==> src/hw/rtl/cda_pkg.sv <==
// ----------------------------------------------------------------------------
// cda_pkg
// Shared types, constants and calendar helpers for the date-time arithmetic
// block: transaction payloads, datapath commands and status, month lengths.
// ----------------------------------------------------------------------------
package cda_pkg;

    // field widths
    localparam int AMOUNT_BITS = 16;
    localparam int YEAR_BITS   = 16;

    // accumulator must hold an amount plus up to 30 extra days
    localparam int ACC_BITS = ((AMOUNT_BITS > 5) ? AMOUNT_BITS : 5) + 1;
    // divider dividend and divisor widths
    localparam int DIV_BITS = (ACC_BITS > YEAR_BITS) ? ACC_BITS : YEAR_BITS;
    localparam int DVS_BITS = (AMOUNT_BITS > 9) ? AMOUNT_BITS : 9;
    // width for comparing the accumulator against a year span
    localparam int CMP_BITS = (ACC_BITS > 9) ? ACC_BITS : 9;

    // gregorian cycle and calendar constants
    localparam int YEAR_CYCLE = 400;
    localparam logic [8:0] RES_LAST = 9'(YEAR_CYCLE - 1);
    localparam logic [8:0] RES_WRAP =
        9'(((64'd1 << YEAR_BITS) - 64'd1) % 64'(YEAR_CYCLE));
    localparam logic [8:0] DAYS_YEAR = 9'd365;
    localparam logic [5:0] SEC_MAX   = 6'd59;
    localparam logic [4:0] HOUR_MAX  = 5'd23;
    localparam logic [3:0] MONTH_MAX = 4'd12;

    // fixed moduli of the carry chain
    localparam logic [8:0] MOD_SEC   = 9'd60;
    localparam logic [8:0] MOD_HOUR  = 9'd24;
    localparam logic [8:0] MOD_MONTH = 9'd12;
    localparam logic [8:0] MOD_CYCLE = 9'(YEAR_CYCLE);

    // reciprocals for exact division of a DIV_BITS value by a modulus below 512
    localparam int RCP_SHIFT = DIV_BITS + 9;
    localparam int RCP_BITS  = RCP_SHIFT - 3;
    localparam logic [RCP_BITS-1:0] RCP_SEC   =
        RCP_BITS'(((64'd1 << RCP_SHIFT) + 64'd59) / 64'd60);
    localparam logic [RCP_BITS-1:0] RCP_HOUR  =
        RCP_BITS'(((64'd1 << RCP_SHIFT) + 64'd23) / 64'd24);
    localparam logic [RCP_BITS-1:0] RCP_MONTH =
        RCP_BITS'(((64'd1 << RCP_SHIFT) + 64'd11) / 64'd12);
    localparam logic [RCP_BITS-1:0] RCP_CYCLE =
        RCP_BITS'(((64'd1 << RCP_SHIFT) + 64'(YEAR_CYCLE - 1)) / 64'(YEAR_CYCLE));

    // command codes
    localparam logic [1:0] CMD_LOAD  = 2'd0;
    localparam logic [1:0] CMD_ADD   = 2'd1;
    localparam logic [1:0] CMD_SUB   = 2'd2;
    localparam logic [1:0] CMD_ALIGN = 2'd3;

    // unit codes
    localparam logic [2:0] UNIT_SECOND = 3'd0;
    localparam logic [2:0] UNIT_MINUTE = 3'd1;
    localparam logic [2:0] UNIT_HOUR   = 3'd2;
    localparam logic [2:0] UNIT_DAY    = 3'd3;
    localparam logic [2:0] UNIT_MONTH  = 3'd4;
    localparam logic [2:0] UNIT_YEAR   = 3'd5;

    typedef struct packed {
        logic [1:0]             command;
        logic [2:0]             unit;
        logic [AMOUNT_BITS-1:0] amount;
        logic [YEAR_BITS-1:0]   load_year;
        logic [3:0]             load_month;
        logic [4:0]             load_day;
        logic [4:0]             load_hour;
        logic [5:0]             load_minute;
        logic [5:0]             load_second;
    } in_item_t;

    typedef struct packed {
        logic [YEAR_BITS-1:0] out_year;
        logic [3:0]           out_month;
        logic [4:0]           out_day;
        logic [4:0]           out_hour;
        logic [5:0]           out_minute;
        logic [5:0]           out_second;
    } out_item_t;

    typedef enum logic [4:0] {
        OP_NONE,
        OP_CAPTURE,
        OP_SUB_FAST,
        OP_DIV_ADD,
        OP_DIV_SUB,
        OP_DIV_ALIGN,
        OP_DIV_RES,
        OP_WR_ADD,
        OP_WR_SUB,
        OP_WR_ALIGN,
        OP_WR_RES,
        OP_YEAR_ADJ,
        OP_DAYS_INIT,
        OP_YEAR_STEP,
        OP_MONTH_STEP,
        OP_DAYS_FIN,
        OP_CLAMP,
        OP_ALIGN_CLEAR,
        OP_EMIT
    } dp_op_t;

    typedef struct packed {
        dp_op_t     op;
        logic [2:0] fld;
        logic       sub;
    } dp_cmd_t;

    typedef struct packed {
        logic div_done;
        logic acc_zero;
        logic acc_le_fld;
        logic amt_gt1;
        logic span_fit;
        logic month_fit;
    } dp_stat_t;

    // days in a month, month one-based
    function automatic logic [4:0] month_len(input logic [3:0] m, input logic leap);
        logic [4:0] n;
        case (m)
            4'd2:    n = leap ? 5'd29 : 5'd28;
            4'd4:    n = 5'd30;
            4'd6:    n = 5'd30;
            4'd9:    n = 5'd30;
            4'd11:   n = 5'd30;
            default: n = 5'd31;
        endcase
        return n;
    endfunction

    // leap test from the year modulo 400
    function automatic logic res_leap(input logic [8:0] r);
        return (r[1:0] == 2'b00) && (r != 9'd100) && (r != 9'd200) && (r != 9'd300);
    endfunction

endpackage

==> src/hw/rtl/cda_divider.sv <==
// ----------------------------------------------------------------------------
// cda_divider
// Restoring divider, one quotient bit per cycle; quotient and remainder stay
// registered until the next start.
// ----------------------------------------------------------------------------
module cda_divider (
    input  logic                           clk,
    input  logic                           rst_n,
    input  logic                           start,
    input  logic [cda_pkg::DIV_BITS-1:0]   dividend,
    input  logic [cda_pkg::DVS_BITS-1:0]   divisor,
    output logic                           done,
    output logic [cda_pkg::DIV_BITS-1:0]   quo,
    output logic [cda_pkg::DVS_BITS-1:0]   rem
);
    import cda_pkg::*;

    localparam int CNT_BITS = $clog2(DIV_BITS + 1);

    logic [DIV_BITS-1:0] quo_reg, quo_next;
    logic [DVS_BITS-1:0] rem_reg, rem_next;
    logic [DVS_BITS-1:0] dvs_reg, dvs_next;
    logic [CNT_BITS-1:0] cnt_reg, cnt_next;
    logic                done_reg, done_next;
    logic [DVS_BITS:0]   shifted;
    logic                ge;

    // one restoring step
    always_comb
    begin
        shifted   = {rem_reg, quo_reg[DIV_BITS-1]};
        ge        = shifted >= {1'b0, dvs_reg};
        quo_next  = quo_reg;
        rem_next  = rem_reg;
        dvs_next  = dvs_reg;
        cnt_next  = cnt_reg;
        done_next = 1'b0;
        if (start)
        begin
            quo_next = dividend;
            rem_next = '0;
            dvs_next = divisor;
            cnt_next = CNT_BITS'(DIV_BITS);
        end
        else if (cnt_reg != '0)
        begin
            quo_next = {quo_reg[DIV_BITS-2:0], ge};
            rem_next = ge ? DVS_BITS'(shifted - {1'b0, dvs_reg}) : shifted[DVS_BITS-1:0];
            cnt_next = cnt_reg - 1'b1;
            done_next = (cnt_reg == CNT_BITS'(1));
        end
    end

    always_ff @(posedge clk or negedge rst_n)
    begin
        if (!rst_n)
        begin
            cnt_reg  <= '0;
            done_reg <= 1'b0;
        end
        else
        begin
            cnt_reg  <= cnt_next;
            done_reg <= done_next;
        end
    end

    always_ff @(posedge clk)
    begin
        quo_reg <= quo_next;
        rem_reg <= rem_next;
        dvs_reg <= dvs_next;
    end

    assign done = done_reg;
    assign quo  = quo_reg;
    assign rem  = rem_reg;

endmodule

==> src/hw/rtl/cda_datapath.sv <==
// ----------------------------------------------------------------------------
// cda_datapath
// Date-time registers, amount accumulator, year residue tracker, a reciprocal
// divider for the fixed moduli and a bit-serial divider for align steps;
// executes one command from the controller per cycle.
// ----------------------------------------------------------------------------
module cda_datapath (
    input  logic                 clk,
    input  logic                 rst_n,
    input  cda_pkg::dp_cmd_t     cmd,
    output cda_pkg::dp_stat_t    stat,
    input  cda_pkg::in_item_t    item,
    output cda_pkg::out_item_t   result
);
    import cda_pkg::*;

    typedef enum logic [1:0] {
        RQ_IDLE,
        RQ_QUO,
        RQ_REM
    } rq_phase_t;

    logic [YEAR_BITS-1:0]   year_reg, year_next;
    logic [3:0]             month_reg, month_next;
    logic [4:0]             day_reg, day_next;
    logic [4:0]             hour_reg, hour_next;
    logic [5:0]             minute_reg, minute_next;
    logic [5:0]             second_reg, second_next;
    logic [8:0]             res_reg, res_next;
    logic [ACC_BITS-1:0]    acc_reg, acc_next;
    logic [AMOUNT_BITS-1:0] amt_reg, amt_next;
    out_item_t              result_reg, result_next;

    logic [8:0]          res_inc, res_dec;
    logic                leap_cur, leap_nxt, leap_prv, span_leap;
    logic [4:0]          mlen;
    logic [8:0]          span;
    logic [DIV_BITS-1:0] mod_val, raw_val;
    logic [8:0]          modulus;
    logic [RCP_BITS-1:0] recip;
    logic                div_start, div_done;
    logic [DIV_BITS-1:0] quo;
    logic [DVS_BITS-1:0] rem;

    // reciprocal divider
    logic                         rq_start;
    logic [DIV_BITS-1:0]          rq_dividend;
    logic [8:0]                   rq_divisor;
    logic [RCP_BITS-1:0]          rq_recip;
    rq_phase_t                    rq_phase_reg, rq_phase_next;
    logic                         rq_done_reg, rq_done_next;
    logic [DIV_BITS-1:0]          rq_dvd_reg, rq_dvd_next;
    logic [DIV_BITS-1:0]          rq_quo_reg, rq_quo_next;
    logic [8:0]                   rq_dvs_reg, rq_dvs_next;
    logic [8:0]                   rq_rem_reg, rq_rem_next;
    logic [RCP_BITS-1:0]          rq_rcp_reg, rq_rcp_next;
    logic [DIV_BITS+RCP_BITS-1:0] rq_prod;
    logic [DIV_BITS-1:0]          rq_back;

    // neighbor year residues, with the year wrap
    always_comb
    begin
        if (year_reg == {YEAR_BITS{1'b1}})
            res_inc = '0;
        else
            res_inc = (res_reg == RES_LAST) ? 9'd0 : res_reg + 9'd1;
        if (year_reg == '0)
            res_dec = RES_WRAP;
        else
            res_dec = (res_reg == 9'd0) ? RES_LAST : res_reg - 9'd1;
    end

    // month length and year span
    always_comb
    begin
        leap_cur = res_leap(res_reg);
        leap_nxt = res_leap(res_inc);
        leap_prv = res_leap(res_dec);
        mlen     = month_len(month_reg, leap_cur);
        if (cmd.sub)
            span_leap = (month_reg >= 4'd2) ? leap_cur : leap_prv;
        else
            span_leap = (month_reg <= 4'd2) ? leap_cur : leap_nxt;
        span = DAYS_YEAR + {8'd0, span_leap};
    end

    // field selection for carries and alignment
    always_comb
    begin
        case (cmd.fld)
            UNIT_SECOND: mod_val = DIV_BITS'(second_reg);
            UNIT_MINUTE: mod_val = DIV_BITS'(minute_reg);
            UNIT_HOUR:   mod_val = DIV_BITS'(hour_reg);
            UNIT_MONTH:  mod_val = DIV_BITS'(month_reg - 4'd1);
            default:     mod_val = '0;
        endcase
        case (cmd.fld)
            UNIT_SECOND: raw_val = DIV_BITS'(second_reg);
            UNIT_MINUTE: raw_val = DIV_BITS'(minute_reg);
            UNIT_HOUR:   raw_val = DIV_BITS'(hour_reg);
            UNIT_DAY:    raw_val = DIV_BITS'(day_reg);
            UNIT_MONTH:  raw_val = DIV_BITS'(month_reg);
            UNIT_YEAR:   raw_val = DIV_BITS'(year_reg);
            default:     raw_val = '0;
        endcase
        case (cmd.fld)
            UNIT_SECOND:
            begin
                modulus = MOD_SEC;
                recip   = RCP_SEC;
            end
            UNIT_MINUTE:
            begin
                modulus = MOD_SEC;
                recip   = RCP_SEC;
            end
            UNIT_HOUR:
            begin
                modulus = MOD_HOUR;
                recip   = RCP_HOUR;
            end
            default:
            begin
                modulus = MOD_MONTH;
                recip   = RCP_MONTH;
            end
        endcase
    end

    // divider operands
    always_comb
    begin
        div_start   = (cmd.op == OP_DIV_ALIGN);
        rq_start    = 1'b0;
        rq_dividend = '0;
        rq_divisor  = modulus;
        rq_recip    = recip;
        case (cmd.op)
            OP_DIV_ADD:
            begin
                rq_start    = 1'b1;
                rq_dividend = DIV_BITS'(acc_reg) + mod_val;
            end
            OP_DIV_SUB:
            begin
                rq_start    = 1'b1;
                rq_dividend = DIV_BITS'(acc_reg) - mod_val - DIV_BITS'(1);
            end
            OP_DIV_RES:
            begin
                rq_start    = 1'b1;
                rq_dividend = DIV_BITS'(year_reg);
                rq_divisor  = MOD_CYCLE;
                rq_recip    = RCP_CYCLE;
            end
            default:
            begin
                rq_start = 1'b0;
            end
        endcase
    end

    // align steps: bit-serial division by the amount
    cda_divider u_div (
        .clk      (clk),
        .rst_n    (rst_n),
        .start    (div_start),
        .dividend (raw_val),
        .divisor  (DVS_BITS'(amt_reg)),
        .done     (div_done),
        .quo      (quo),
        .rem      (rem)
    );

    // fixed moduli: quotient by reciprocal multiply, then remainder
    always_comb
    begin
        rq_prod       = (DIV_BITS + RCP_BITS)'(rq_dvd_reg) * (DIV_BITS + RCP_BITS)'(rq_rcp_reg);
        rq_back       = rq_quo_reg * DIV_BITS'(rq_dvs_reg);
        rq_phase_next = rq_phase_reg;
        rq_dvd_next   = rq_dvd_reg;
        rq_dvs_next   = rq_dvs_reg;
        rq_rcp_next   = rq_rcp_reg;
        rq_quo_next   = rq_quo_reg;
        rq_rem_next   = rq_rem_reg;
        rq_done_next  = 1'b0;
        if (rq_start)
        begin
            rq_dvd_next   = rq_dividend;
            rq_dvs_next   = rq_divisor;
            rq_rcp_next   = rq_recip;
            rq_phase_next = RQ_QUO;
        end
        else
        begin
            case (rq_phase_reg)
                RQ_QUO:
                begin
                    rq_quo_next   = DIV_BITS'(rq_prod >> RCP_SHIFT);
                    rq_phase_next = RQ_REM;
                end
                RQ_REM:
                begin
                    rq_rem_next   = 9'(rq_dvd_reg - rq_back);
                    rq_done_next  = 1'b1;
                    rq_phase_next = RQ_IDLE;
                end
                default:
                begin
                    rq_phase_next = RQ_IDLE;
                end
            endcase
        end
    end

    // register updates per command
    always_comb
    begin
        year_next   = year_reg;
        month_next  = month_reg;
        day_next    = day_reg;
        hour_next   = hour_reg;
        minute_next = minute_reg;
        second_next = second_reg;
        res_next    = res_reg;
        acc_next    = acc_reg;
        amt_next    = amt_reg;
        result_next = result_reg;
        case (cmd.op)
            OP_CAPTURE:
            begin
                amt_next = item.amount;
                acc_next = ACC_BITS'(item.amount);
                if (item.command == CMD_LOAD)
                begin
                    year_next = item.load_year;
                    if (item.load_month == 4'd0)
                        month_next = 4'd1;
                    else if (item.load_month > MONTH_MAX)
                        month_next = MONTH_MAX;
                    else
                        month_next = item.load_month;
                    day_next    = item.load_day;
                    hour_next   = (item.load_hour > HOUR_MAX) ? HOUR_MAX : item.load_hour;
                    minute_next = (item.load_minute > SEC_MAX) ? SEC_MAX : item.load_minute;
                    second_next = (item.load_second > SEC_MAX) ? SEC_MAX : item.load_second;
                end
            end
            OP_SUB_FAST:
            begin
                case (cmd.fld)
                    UNIT_SECOND: second_next = second_reg - 6'(acc_reg);
                    UNIT_MINUTE: minute_next = minute_reg - 6'(acc_reg);
                    UNIT_HOUR:   hour_next   = hour_reg - 5'(acc_reg);
                    UNIT_MONTH:  month_next  = month_reg - 4'(acc_reg);
                    default:     acc_next    = '0;
                endcase
                acc_next = '0;
            end
            OP_WR_ADD:
            begin
                case (cmd.fld)
                    UNIT_SECOND: second_next = 6'(rq_rem_reg);
                    UNIT_MINUTE: minute_next = 6'(rq_rem_reg);
                    UNIT_HOUR:   hour_next   = 5'(rq_rem_reg);
                    UNIT_MONTH:  month_next  = 4'(rq_rem_reg) + 4'd1;
                    default:     month_next  = month_reg;
                endcase
                acc_next = ACC_BITS'(rq_quo_reg);
            end
            OP_WR_SUB:
            begin
                case (cmd.fld)
                    UNIT_SECOND: second_next = SEC_MAX - 6'(rq_rem_reg);
                    UNIT_MINUTE: minute_next = SEC_MAX - 6'(rq_rem_reg);
                    UNIT_HOUR:   hour_next   = HOUR_MAX - 5'(rq_rem_reg);
                    UNIT_MONTH:  month_next  = MONTH_MAX - 4'(rq_rem_reg);
                    default:     month_next  = month_reg;
                endcase
                acc_next = ACC_BITS'(rq_quo_reg) + ACC_BITS'(1);
            end
            OP_WR_ALIGN:
            begin
                case (cmd.fld)
                    UNIT_SECOND: second_next = second_reg - 6'(rem);
                    UNIT_MINUTE: minute_next = minute_reg - 6'(rem);
                    UNIT_HOUR:   hour_next   = hour_reg - 5'(rem);
                    UNIT_DAY:
                    begin
                        day_next = day_reg - 5'(rem);
                        if (day_reg == 5'(rem))
                            day_next = 5'd1;
                    end
                    UNIT_MONTH:
                    begin
                        month_next = month_reg - 4'(rem);
                        if (month_reg == 4'(rem))
                            month_next = 4'd1;
                    end
                    UNIT_YEAR:   year_next = year_reg - YEAR_BITS'(rem);
                    default:     year_next = year_reg;
                endcase
            end
            OP_WR_RES:
            begin
                res_next = rq_rem_reg;
            end
            OP_YEAR_ADJ:
            begin
                if (cmd.sub)
                    year_next = year_reg - YEAR_BITS'(acc_reg);
                else
                    year_next = year_reg + YEAR_BITS'(acc_reg);
            end
            OP_DAYS_INIT:
            begin
                if (cmd.sub)
                    acc_next = acc_reg + ACC_BITS'(mlen) - ACC_BITS'(day_reg);
                else
                begin
                    acc_next = acc_reg + ACC_BITS'(day_reg) - ACC_BITS'(1);
                    day_next = 5'd1;
                end
            end
            OP_YEAR_STEP:
            begin
                acc_next = acc_reg - ACC_BITS'(span);
                if (cmd.sub)
                begin
                    year_next = year_reg - 1'b1;
                    res_next  = res_dec;
                end
                else
                begin
                    year_next = year_reg + 1'b1;
                    res_next  = res_inc;
                end
            end
            OP_MONTH_STEP:
            begin
                acc_next = acc_reg - ACC_BITS'(mlen);
                if (cmd.sub)
                begin
                    if (month_reg <= 4'd1)
                    begin
                        month_next = MONTH_MAX;
                        year_next  = year_reg - 1'b1;
                        res_next   = res_dec;
                    end
                    else
                        month_next = month_reg - 4'd1;
                end
                else
                begin
                    if (month_reg >= MONTH_MAX)
                    begin
                        month_next = 4'd1;
                        year_next  = year_reg + 1'b1;
                        res_next   = res_inc;
                    end
                    else
                        month_next = month_reg + 4'd1;
                end
            end
            OP_DAYS_FIN:
            begin
                if (cmd.sub)
                    day_next = mlen - 5'(acc_reg);
                else
                    day_next = 5'(acc_reg) + 5'd1;
            end
            OP_CLAMP:
            begin
                if (day_reg > mlen)
                    day_next = mlen;
                else if (day_reg == 5'd0)
                    day_next = 5'd1;
            end
            OP_ALIGN_CLEAR:
            begin
                if (cmd.fld >= UNIT_MINUTE)
                    second_next = 6'd0;
                if (cmd.fld >= UNIT_HOUR)
                    minute_next = 6'd0;
                if (cmd.fld >= UNIT_DAY)
                    hour_next = 5'd0;
                if (cmd.fld >= UNIT_MONTH)
                    day_next = 5'd1;
                if (cmd.fld >= UNIT_YEAR)
                    month_next = 4'd1;
            end
            OP_EMIT:
            begin
                result_next.out_year   = year_reg;
                result_next.out_month  = month_reg;
                result_next.out_day    = day_reg;
                result_next.out_hour   = hour_reg;
                result_next.out_minute = minute_reg;
                result_next.out_second = second_reg;
            end
            default:
            begin
                acc_next = acc_reg;
            end
        endcase
    end

    // date-time state
    always_ff @(posedge clk or negedge rst_n)
    begin
        if (!rst_n)
        begin
            year_reg     <= '0;
            month_reg    <= 4'd1;
            day_reg      <= 5'd1;
            hour_reg     <= '0;
            minute_reg   <= '0;
            second_reg   <= '0;
            res_reg      <= '0;
            rq_phase_reg <= RQ_IDLE;
            rq_done_reg  <= 1'b0;
        end
        else
        begin
            year_reg     <= year_next;
            month_reg    <= month_next;
            day_reg      <= day_next;
            hour_reg     <= hour_next;
            minute_reg   <= minute_next;
            second_reg   <= second_next;
            res_reg      <= res_next;
            rq_phase_reg <= rq_phase_next;
            rq_done_reg  <= rq_done_next;
        end
    end

    // working and result registers
    always_ff @(posedge clk)
    begin
        acc_reg    <= acc_next;
        amt_reg    <= amt_next;
        result_reg <= result_next;
        rq_dvd_reg <= rq_dvd_next;
        rq_dvs_reg <= rq_dvs_next;
        rq_rcp_reg <= rq_rcp_next;
        rq_quo_reg <= rq_quo_next;
        rq_rem_reg <= rq_rem_next;
    end

    // status to the controller
    always_comb
    begin
        stat.div_done   = div_done | rq_done_reg;
        stat.acc_zero   = (acc_reg == '0);
        stat.acc_le_fld = (DIV_BITS'(acc_reg) <= mod_val);
        stat.amt_gt1    = (amt_reg > AMOUNT_BITS'(1));
        stat.span_fit   = (CMP_BITS'(acc_reg) < CMP_BITS'(span));
        stat.month_fit  = (acc_reg < ACC_BITS'(mlen));
    end

    assign result = result_reg;

endmodule

==> src/hw/rtl/cda_ctrl.sv <==
// ----------------------------------------------------------------------------
// cda_ctrl
// Sequencer: walks the unit cascade, drives divider runs and the day, month
// and year loops, and owns both transaction handshakes.
// ----------------------------------------------------------------------------
module cda_ctrl (
    input  logic                clk,
    input  logic                rst_n,
    input  logic                item_valid,
    output logic                item_ready,
    input  logic [1:0]          item_command,
    input  logic [2:0]          item_unit,
    output logic                result_valid,
    input  logic                result_ready,
    output cda_pkg::dp_cmd_t    cmd,
    input  cda_pkg::dp_stat_t   stat
);
    import cda_pkg::*;

    typedef enum logic [3:0] {
        S_IDLE,
        S_DISPATCH,
        S_STEP,
        S_DIV_WAIT,
        S_DAYS_INIT,
        S_YEAR_LOOP,
        S_MONTH_LOOP,
        S_DAYS_FIN,
        S_RES_START,
        S_CLAMP,
        S_ALIGN,
        S_ALIGN_DIV,
        S_DONE
    } state_t;

    typedef enum logic [1:0] {
        KIND_STEP,
        KIND_RES,
        KIND_ALIGN
    } kind_t;

    state_t     state_reg, state_next;
    kind_t      kind_reg, kind_next;
    logic [1:0] command_reg, command_next;
    logic [2:0] fld_reg, fld_next;
    logic       ready_reg, ready_next;
    logic       valid_reg, valid_next;
    logic       sub;

    assign sub = (command_reg == CMD_SUB);

    // next state and datapath command
    always_comb
    begin
        state_next   = state_reg;
        kind_next    = kind_reg;
        command_next = command_reg;
        fld_next     = fld_reg;
        ready_next   = ready_reg;
        valid_next   = valid_reg;
        cmd.op       = OP_NONE;
        cmd.fld      = fld_reg;
        cmd.sub      = sub;

        if (valid_reg && result_ready)
            valid_next = 1'b0;

        case (state_reg)
            S_IDLE:
            begin
                if (item_valid && ready_reg)
                begin
                    cmd.op       = OP_CAPTURE;
                    command_next = item_command;
                    fld_next     = item_unit;
                    ready_next   = 1'b0;
                    state_next   = S_DISPATCH;
                end
            end
            S_DISPATCH:
            begin
                if (command_reg == CMD_LOAD)
                    state_next = S_RES_START;
                else if (fld_reg > UNIT_YEAR)
                    state_next = S_DONE;
                else if (command_reg == CMD_ALIGN)
                    state_next = S_ALIGN;
                else
                    state_next = S_STEP;
            end
            S_STEP:
            begin
                if (stat.acc_zero && fld_reg != UNIT_YEAR)
                    state_next = S_DONE;
                else if (fld_reg == UNIT_DAY)
                    state_next = S_DAYS_INIT;
                else if (fld_reg == UNIT_YEAR)
                begin
                    cmd.op     = OP_YEAR_ADJ;
                    state_next = S_RES_START;
                end
                else if (sub && stat.acc_le_fld)
                begin
                    cmd.op   = OP_SUB_FAST;
                    fld_next = fld_reg + 3'd1;
                end
                else
                begin
                    cmd.op     = sub ? OP_DIV_SUB : OP_DIV_ADD;
                    kind_next  = KIND_STEP;
                    state_next = S_DIV_WAIT;
                end
            end
            S_DIV_WAIT:
            begin
                if (stat.div_done)
                begin
                    case (kind_reg)
                        KIND_STEP:
                        begin
                            cmd.op     = sub ? OP_WR_SUB : OP_WR_ADD;
                            fld_next   = fld_reg + 3'd1;
                            state_next = S_STEP;
                        end
                        KIND_RES:
                        begin
                            cmd.op     = OP_WR_RES;
                            state_next = S_CLAMP;
                        end
                        KIND_ALIGN:
                        begin
                            cmd.op     = OP_WR_ALIGN;
                            state_next = (fld_reg == UNIT_YEAR) ? S_RES_START : S_DONE;
                        end
                        default:
                        begin
                            state_next = S_DONE;
                        end
                    endcase
                end
            end
            S_DAYS_INIT:
            begin
                cmd.op     = OP_DAYS_INIT;
                state_next = S_YEAR_LOOP;
            end
            S_YEAR_LOOP:
            begin
                if (stat.span_fit)
                    state_next = S_MONTH_LOOP;
                else
                    cmd.op = OP_YEAR_STEP;
            end
            S_MONTH_LOOP:
            begin
                if (stat.month_fit)
                    state_next = S_DAYS_FIN;
                else
                    cmd.op = OP_MONTH_STEP;
            end
            S_DAYS_FIN:
            begin
                cmd.op     = OP_DAYS_FIN;
                state_next = S_DONE;
            end
            S_RES_START:
            begin
                cmd.op     = OP_DIV_RES;
                kind_next  = KIND_RES;
                state_next = S_DIV_WAIT;
            end
            S_CLAMP:
            begin
                cmd.op     = OP_CLAMP;
                state_next = S_DONE;
            end
            S_ALIGN:
            begin
                cmd.op     = OP_ALIGN_CLEAR;
                state_next = S_ALIGN_DIV;
            end
            S_ALIGN_DIV:
            begin
                if (stat.amt_gt1)
                begin
                    cmd.op     = OP_DIV_ALIGN;
                    kind_next  = KIND_ALIGN;
                    state_next = S_DIV_WAIT;
                end
                else
                    state_next = S_DONE;
            end
            S_DONE:
            begin
                if (!valid_reg || result_ready)
                begin
                    cmd.op     = OP_EMIT;
                    valid_next = 1'b1;
                    ready_next = 1'b1;
                    state_next = S_IDLE;
                end
            end
            default:
            begin
                state_next = S_IDLE;
                ready_next = 1'b1;
            end
        endcase
    end

    // state and registered handshake outputs
    always_ff @(posedge clk or negedge rst_n)
    begin
        if (!rst_n)
        begin
            state_reg   <= S_IDLE;
            kind_reg    <= KIND_STEP;
            command_reg <= CMD_LOAD;
            fld_reg     <= UNIT_SECOND;
            ready_reg   <= 1'b1;
            valid_reg   <= 1'b0;
        end
        else
        begin
            state_reg   <= state_next;
            kind_reg    <= kind_next;
            command_reg <= command_next;
            fld_reg     <= fld_next;
            ready_reg   <= ready_next;
            valid_reg   <= valid_next;
        end
    end

    assign item_ready   = ready_reg;
    assign result_valid = valid_reg;

endmodule

==> src/hw/rtl/calendar_datetime_arithmetic.sv <==
// ----------------------------------------------------------------------------
// calendar_datetime_arithmetic
// Gregorian date-time register with load, add, subtract and align commands.
//
//   channel   direction  handshake                    payload
//   item      in         item_valid / item_ready      cda_pkg::in_item_t
//   result    out        result_valid / result_ready  cda_pkg::out_item_t
//
// One transaction is worked on at a time; an unused unit goes straight to the
// result, and a load recomputes the year residue by reciprocal division. Each
// carry through second, minute, hour or month uses reciprocal division, an
// align by a step above 1 uses bit-serial division, and a day carry takes one
// step per whole year and per month crossed.
// Reset clears the date-time to year 0, January 1, 00:00:00.
// A finished result waits in its own register; a new item is taken meanwhile,
// and a stalled result holds the next one back only at its final step.
// ----------------------------------------------------------------------------
module calendar_datetime_arithmetic (
    input  logic                 clk,
    input  logic                 rst_n,
    input  logic                 item_valid,
    output logic                 item_ready,
    input  cda_pkg::in_item_t    item,
    output logic                 result_valid,
    input  logic                 result_ready,
    output cda_pkg::out_item_t   result
);
    import cda_pkg::*;

    dp_cmd_t  cmd;
    dp_stat_t stat;

    // sequencer
    cda_ctrl u_ctrl (
        .clk          (clk),
        .rst_n        (rst_n),
        .item_valid   (item_valid),
        .item_ready   (item_ready),
        .item_command (item.command),
        .item_unit    (item.unit),
        .result_valid (result_valid),
        .result_ready (result_ready),
        .cmd          (cmd),
        .stat         (stat)
    );

    // date-time datapath
    cda_datapath u_dp (
        .clk    (clk),
        .rst_n  (rst_n),
        .cmd    (cmd),
        .stat   (stat),
        .item   (item),
        .result (result)
    );

endmodule

==> config.mk <==
export PLATFORM = sky130hd
export DESIGN_NAME = calendar_datetime_arithmetic
export DESIGN_NICKNAME = d
export VERILOG_FILES = /design/src/hw/rtl/cda_pkg.sv /design/src/hw/rtl/cda_divider.sv /design/src/hw/rtl/cda_datapath.sv /design/src/hw/rtl/cda_ctrl.sv /design/src/hw/rtl/calendar_datetime_arithmetic.sv
export SDC_FILE = /design/constraint.sdc
export NUM_CORES = 2
export LEC_CHECK = 0
export BUFFER_PORTS_ARGS = -buffer_cell sky130_fd_sc_hd__buf_2
export CELL_PAD_IN_SITES_DETAIL_PLACEMENT = 2
export CELL_PAD_IN_SITES_GLOBAL_PLACEMENT = 2
export CORE_ASPECT_RATIO = 2
export CORE_MARGIN = 3
export CORE_UTILIZATION = 45
export CTS_CLUSTER_DIAMETER = 50
export DETAILED_ROUTE_END_ITERATION = 10
export HOLD_SLACK_MARGIN = 0.1
export PLACE_DENSITY_LB_ADDON = 0.1
export SYNTH_ARGS = -nofsm -noshare
export SYNTH_HDL_FRONTEND = slang
export SYNTH_SLANG_ARGS = --single-unit
==> constraint.sdc <==
create_clock -name clk -period 16.2 [get_ports clk]
set_clock_uncertainty 0.15 [all_clocks]
set_input_delay 0 -clock clk [delete_from_list [all_inputs] [get_ports clk]]
set_output_delay 0 -clock clk [all_outputs]
set_load 0.02 [all_outputs]
# Yosys cells after proc, flatten, opt, wreduce, memory -nomap -nowiden
# Index checks and enable logic that the tools add are counted.
# totals
ff_bits	269
inputBits	67
output_inout_bits	44
wordCells	394
# classes
add_sub_neg	40
multipliers	2
magnitude_cmp	20
eq_ne	102
mux	137
bitwise_logic	3
reduce_logical	57
# ops
cell	n
2-to-1 mux 16 bit	8
case mux 17 bit (7 select lines)	1
2-to-1 mux 5 bit	23
2-to-1 mux 4 bit	28
case mux 16 bit (6 select lines)	1
2-to-1 mux 6 bit	14
case mux 16 bit (5 select lines)	1
2-to-1 mux 9 bit	8
case mux 6 bit (6 select lines)	2
case mux 17 bit (4 select lines)	1
case mux 5 bit (12 select lines)	1
case mux 5 bit (6 select lines)	2
2-to-1 mux 17 bit	3
case mux 17 bit (3 select lines)	1
case mux 4 bit (12 select lines)	1
subtractor 16 bit	3
inequality test 2 x 1 -> 1 bit, second input constant	23
case mux 23 bit (2 select lines)	1
equality test 5 x 4 -> 1 bit, second input constant	8
multiplier 17 x 23 -> 40 bit	1
adder 17 x 5 -> 17 bit	2
subtractor 17 x 1 -> 17 bit, second input constant	2
subtractor 17 x 5 -> 17 bit	2
2-to-1 mux 3 bit	10
104 further kinds	214

# Longest topological paths before layout
# logic_depth
word_depth	18
depth_mapped	35
depth_no_buf	34

# Cells and area by module
# From an unflattened synthesis, not the netlist that was laid out.
# hier_totals
cells_unflattened	3538
hier_area_um2	31944.4
# modules_own_cells
module	n_inst	cells_each	area_per_inst_um2	seq_area_each_um2
cda_datapath	1	3091	27418.8	5107.4
cda_divider	1	282	3094.2	1461.4
cda_ctrl	1	165	1431.4	326.6

# Worst setup path before layout
# No wires, ideal clock.
# synth_path
path_type	reg-to-reg
from	register u_dp.res_reg[3]
to	register u_dp.rq_quo_reg[0] (enable)
setup_time_ps	408
arrival_ps	6917
required_ps	15642
path_slack_ps	8724
stages_incl_launch_ff	25
n_path_buf	4
synth_period_minus_slack_ps	7476
cell_sequence	dfrtp_1 clkbuf_1 or4_1 nor2_1 xnor2_1 nor2_1 nand2_1 nor2_1 a22oi_1 or3_1 a21oi_1 o21ai_0 a221oi_1 ha_1 nor2b_1 o2111a_1 or3_1 a21oi_2 buf_2 and3_1 or4_1 clkbuf_1 clkbuf_1 nand3_1 nor3b_1
# synth_via
elab_chain_len	18
word_cells_on_any_way	46
cone_classes	add/sub: 3; order compare: 2; eq/ne: 13; mux: 13; bitwise: 1; reduce/logical: 14
# synth_lines
item	line_no	rtl
from (decl)	cda_datapath.sv:29	logic [8:0] res_reg, res_next;
from (signal assigned)	cda_datapath.sv:431	res_reg <= res_next;
adder 9 x 1 -> 9 bit (tied with other cells)	cda_datapath.sv:66	res_inc = (res_reg == RES_LAST) ? 9'd0 : res_reg + 9'd1;
2-to-1 mux 9 bit (on tied branches)	cda_datapath.sv:66, cda_datapath.sv:70	
2-to-1 mux 9 bit (on tied branches)	cda_datapath.sv:63, cda_datapath.sv:67	
inequality test 9 x 7 -> 1 bit or logical NOT 2 bit (tied branches)	cda_pkg.sv:136	return (r[1:0] == 2'b00) && (r != 9'd100) && (r != 9'd200) && (r != 9'd300);
logical AND 1 bit (3 in series)	cda_pkg.sv:136	
2-to-1 mux 1 bit (on tied branches)	cda_datapath.sv:83, cda_datapath.sv:81	
2-to-1 mux 1 bit	cda_datapath.sv:80	if (cmd.sub)
adder 9 x 1 -> 9 bit	cda_datapath.sv:84	span = DAYS_YEAR + {8'd0, span_leap};
less-than comparator 17 x 9 -> 1 bit	cda_datapath.sv:457	stat.span_fit = (CMP_BITS'(acc_reg) < CMP_BITS'(span));
2-to-1 mux 4 bit	cda_ctrl.sv:149	if (stat.span_fit)
case mux 5 bit (12 select lines) (*)	cda_ctrl.sv:68	case (state_reg)
equality test 5 x 2 -> 1 bit or equality test 5 x 3 -> 1 bit (tied branches)	cda_datapath.sv:138	case (cmd.op)
OR reduction 3 bit (no line) (*)	-	
2-to-1 mux 1 bit (*)	cda_datapath.sv:138	
inverter 1 bit (no line) (*)	-	
AND reduction 2 bit (no line) (*)	-	
to (signal assigned)	cda_datapath.sv:446	rq_quo_reg <= rq_quo_next;
to (decl)	cda_datapath.sv:53	logic [DIV_BITS-1:0] rq_quo_reg, rq_quo_next;
# Mark *: on every way between the ends. The rest lies on a longest branch, timed or not.
# A chain may end at the register's enable or synchronous reset.

# Final worst setup path
# layout_path
from	register u_dp.year_reg[11]
to	register u_dp.second_reg[5]
# layout_via
elab_chain_len	15
word_cells_on_any_way	40
cone_classes	add/sub: 1; order compare: 1; eq/ne: 19; mux: 8; reduce/logical: 11
# layout_lines
item	line_no	rtl
from (decl)	cda_datapath.sv:23	logic [YEAR_BITS-1:0] year_reg, year_next;
from (signal assigned)	cda_datapath.sv:425	year_reg <= year_next;
equality test 16 bit or logical NOT 16 bit (tied branches)	cda_datapath.sv:63, cda_datapath.sv:67	
2-to-1 mux 9 bit (on tied branches)	cda_datapath.sv:63, cda_datapath.sv:67	
inequality test 9 x 7 -> 1 bit or logical NOT 2 bit (tied branches)	cda_pkg.sv:136	
logical AND 1 bit (3 in series)	cda_pkg.sv:136	
2-to-1 mux 1 bit (on tied branches)	cda_datapath.sv:83, cda_datapath.sv:81	
2-to-1 mux 1 bit (*)	cda_datapath.sv:80	
adder 9 x 1 -> 9 bit (*)	cda_datapath.sv:84	
less-than comparator 17 x 9 -> 1 bit (*)	cda_datapath.sv:457	
2-to-1 mux 4 bit (*)	cda_ctrl.sv:149	
case mux 5 bit (12 select lines) (*)	cda_ctrl.sv:68	
equality test 5 x 1 -> 1 bit (tied with other cells)	cda_datapath.sv:229	case (cmd.op)
nonzero test 6 bit (no line) (tied with other cells)	-	
AND reduction 7 bit (no line)	-	
to (signal assigned)	cda_datapath.sv:430	second_reg <= second_next;
to (decl)	cda_datapath.sv:28	logic [5:0] second_reg, second_next;
# Marked as above.

==> impl_metrics.ini <==
[timing]
hold_viol = 0
tightest_slew_ns = 1.38
final.setup.tns_ns = 0
fin_crit_ns = 9.66
whs_ns = 0.140
rsz0062_at_grt = no
timing.fmax_mhz = 104
relSlewSlack_pct = 6.91
setup_viol = 0
fin_ws_ns = 6.54
fin_crit_sh_pct = 59.6
slew_viol_final = 0

[synthesis]
syn-num-nets = 3943
synth.area.mux_share_pct = 1.63
async_flop_share_pct = 29.6
synth-compound-area-share_pct = 16.0
yosysSeqAreaShare_pct = 22.8
synth_xor_area_share_pct = 3.89
synth-adder-area-share_pct = 34.6
syn_inst = 3241
synth_area_leaders = fa_1 (22%), edfxtp_1 (16%), ha_1 (13%)
synth_edf_count = 158
yosys.area.top_type_share_pct = 22.0
synth_area_leader_cell = fa_1
synth-simple-area-share_pct = 13.3
netlist_area_um2 = 30200
yosys_warnings = 0
ys_types = 95
synth_top_family_by_area = adder cells
avgSynthCellArea_um2 = 9.32
synth_flop_cell = edfxtp_1
synth_seq_cells = 247

[die]
rows = 133
coreArea_um2 = 66100
dieArea_um2 = 70400
die_x_um = 189
io_pins = 111
initial_utilization_pct = 45.7
die_h_um = 372

[setup_path]
cp_max_fo = 28
worst-setup-path-type = reg -> reg
crit_top_cell = o21ai_0
critPathMaxStageDelay_ns = 0.66
startpoint = u_dp.year_reg[11]
cp_slowest_cell = nand4_1
critPathCaptureType = flip-flop
cp_data_required_time_ns = 16.58
rrSetupSlack_ns = 6.54
crit_arrival_ns = 10.04
reg2reg_from = u_dp.year_reg[11]
startpoint_type = flip-flop

[final_layout]
area_delta_synth_final_pct = 11.8
fin_cells = 4314
layout_common_cells = inv_1 (505), fa_1 (332), ha_1 (303)
final_nets = 4116
fillers = 6963
regArea_um2 = 6900
multi_input_area_um2 = 21000
largest_register_ffs = 42
mostFrequentLayoutCell = inv_1
drive_above_1_share_pct = 7.71

[clock_network]
htree_levels = 1
cts_tree = built
clkLatencyLatePin_ns = 0.64
clock_sinks = 247
cts_made_buffers = 28
clock_path_buffers = 3
clk_pin_slew_worst_paths_ns = 0.09
cts-root-buf = clkbuf_16

[min_path]
min_path_type = in -> reg
hp-start = item[33]

[drt]
routed_wl_mm = 147
drt_iter0_markers = 1539
avgRoutedWirePerCell_um = 34.2
dr.pass1.iters = 8
ant_nets = 0
via_per_inst = 6.36
drc_errors = 0
vias = 27400

[place]
post-place-ws_ns = 6.77
dpl.hpwl_mm = 114
io_buffers = 110
gp_congestion = 1.00
place_inst = 4160

[job]
maxCapViolCount = 0

[pwr]
power_density_nw_per_um2 = 41.8
ir_worst_vdd_uv = 86.0
power_uw = 1410
p_leak_uw = 0.0158

[grt]
grt_max_degree = 58
grt.total_usage_pct = 41.8
grt_pass1_vias = 32700
grt_antenna_before_repair = 2
grt_overflow = 0
grt_pass1_wl_mm = 215

[run_status]
outcome = completed
## worst max-delay path, delay by kind of cell (launching register included)
family	cells	cell delay [ns]
AOI/OAI and AO/OA	13	3.92
adders and majority gates	2	0.77
buffers and inverters	1	0.44
and+or+nand+nor	12	3.45
xor gates and xnor gates	2	0.37
DFF	1	0.46
## cell usage after synthesis (all sizes together) (21+ instances only)
cell / instances
nor2b: 29
a21oi: 225
nor3: 61
and2: 105
o21ai: 148
nand4: 28
inv: 506
and3: 21
mux2: 21
xor2: 38
a211oi: 34
nand2: 238
ha: 303
a31oi: 29
a221oi: 29
fa: 332
xnor2: 96
nand3: 41
edfxtp: 158
mux2i: 24
o221ai: 29
nor2: 207
nand2b: 26
dfrtp: 70
nor4: 22
a21o: 48
clkbuf: 102
## layout make-up
| type | instances | share of cell area (%) |
|---|---|---|
| tap | 877 | 3.25 |
| multi-input combinational | 2371 | 62.2 |
| antenna | 1 | 0.00741 |
| clock inverter | 16 | 0.604 |
| timing repair buffer | 259 | 5.70 |
| sequential | 247 | 20.4 |
| clock buffer | 36 | 2.19 |
| inverter | 507 | 5.64 |
## cells by family after synthesis
logic type	count (synthesis)
DFF	247
buffers and inverters	623
and+or+nand+nor	821
adders and majority gates	635
AOI/OAI and AO/OA	736
xor gates and xnor gates	134
muxes	45
## per-stage QoR
stage	utilization, %	instance area [µm²]
floorplan	-	30200
finish	51.1	33800
global placement	48.2	31800
global route	51.1	33800
CTS	51.1	33800
detailed placement	48.2	31800
## per-layer routing
metal / global-route usage (%) / routed length, µm / vias to the layer above
li1: - / - / 11400
met1: 36.9 / 44100 / 14000
met2: 78.5 / 78300 / 1246
met3: 6.55 / 7150 / 754
met5: 0 / 13 / -
met4: 40.3 / 17900 / 2
## power breakdown
part | total (µW) | internal (µW) | switching (µW)
registers | 665 | 665 | 0.0000000000000124
logic | 45.6 | 23.9 | 21.7
clock network | 701 | 379 | 322
total | 1410 | 1070 | 344
## repair_timing
item,in CTS,in global routing
hold buffers,101,0
hold endpoints to repair,169,0
endpoints found under the setup margin,0,0
resized for setup,0,0
buffers inserted,0,0
## final timing paths
path                            cells after the start               endpoint
worst max-delay path                               30     u_dp.second_reg[5]
worst min-delay path                                4       u_dp.year_reg[7]
worst max register to register                     30     u_dp.second_reg[5]
worst min register to register                      0  u_dp.u_div.dvs_reg[0]
max in group asynchronous                           3       u_dp.year_reg[4]
min in group asynchronous                           3   u_dp.rq_phase_reg[0]
(Power assumes the default switching activity.)
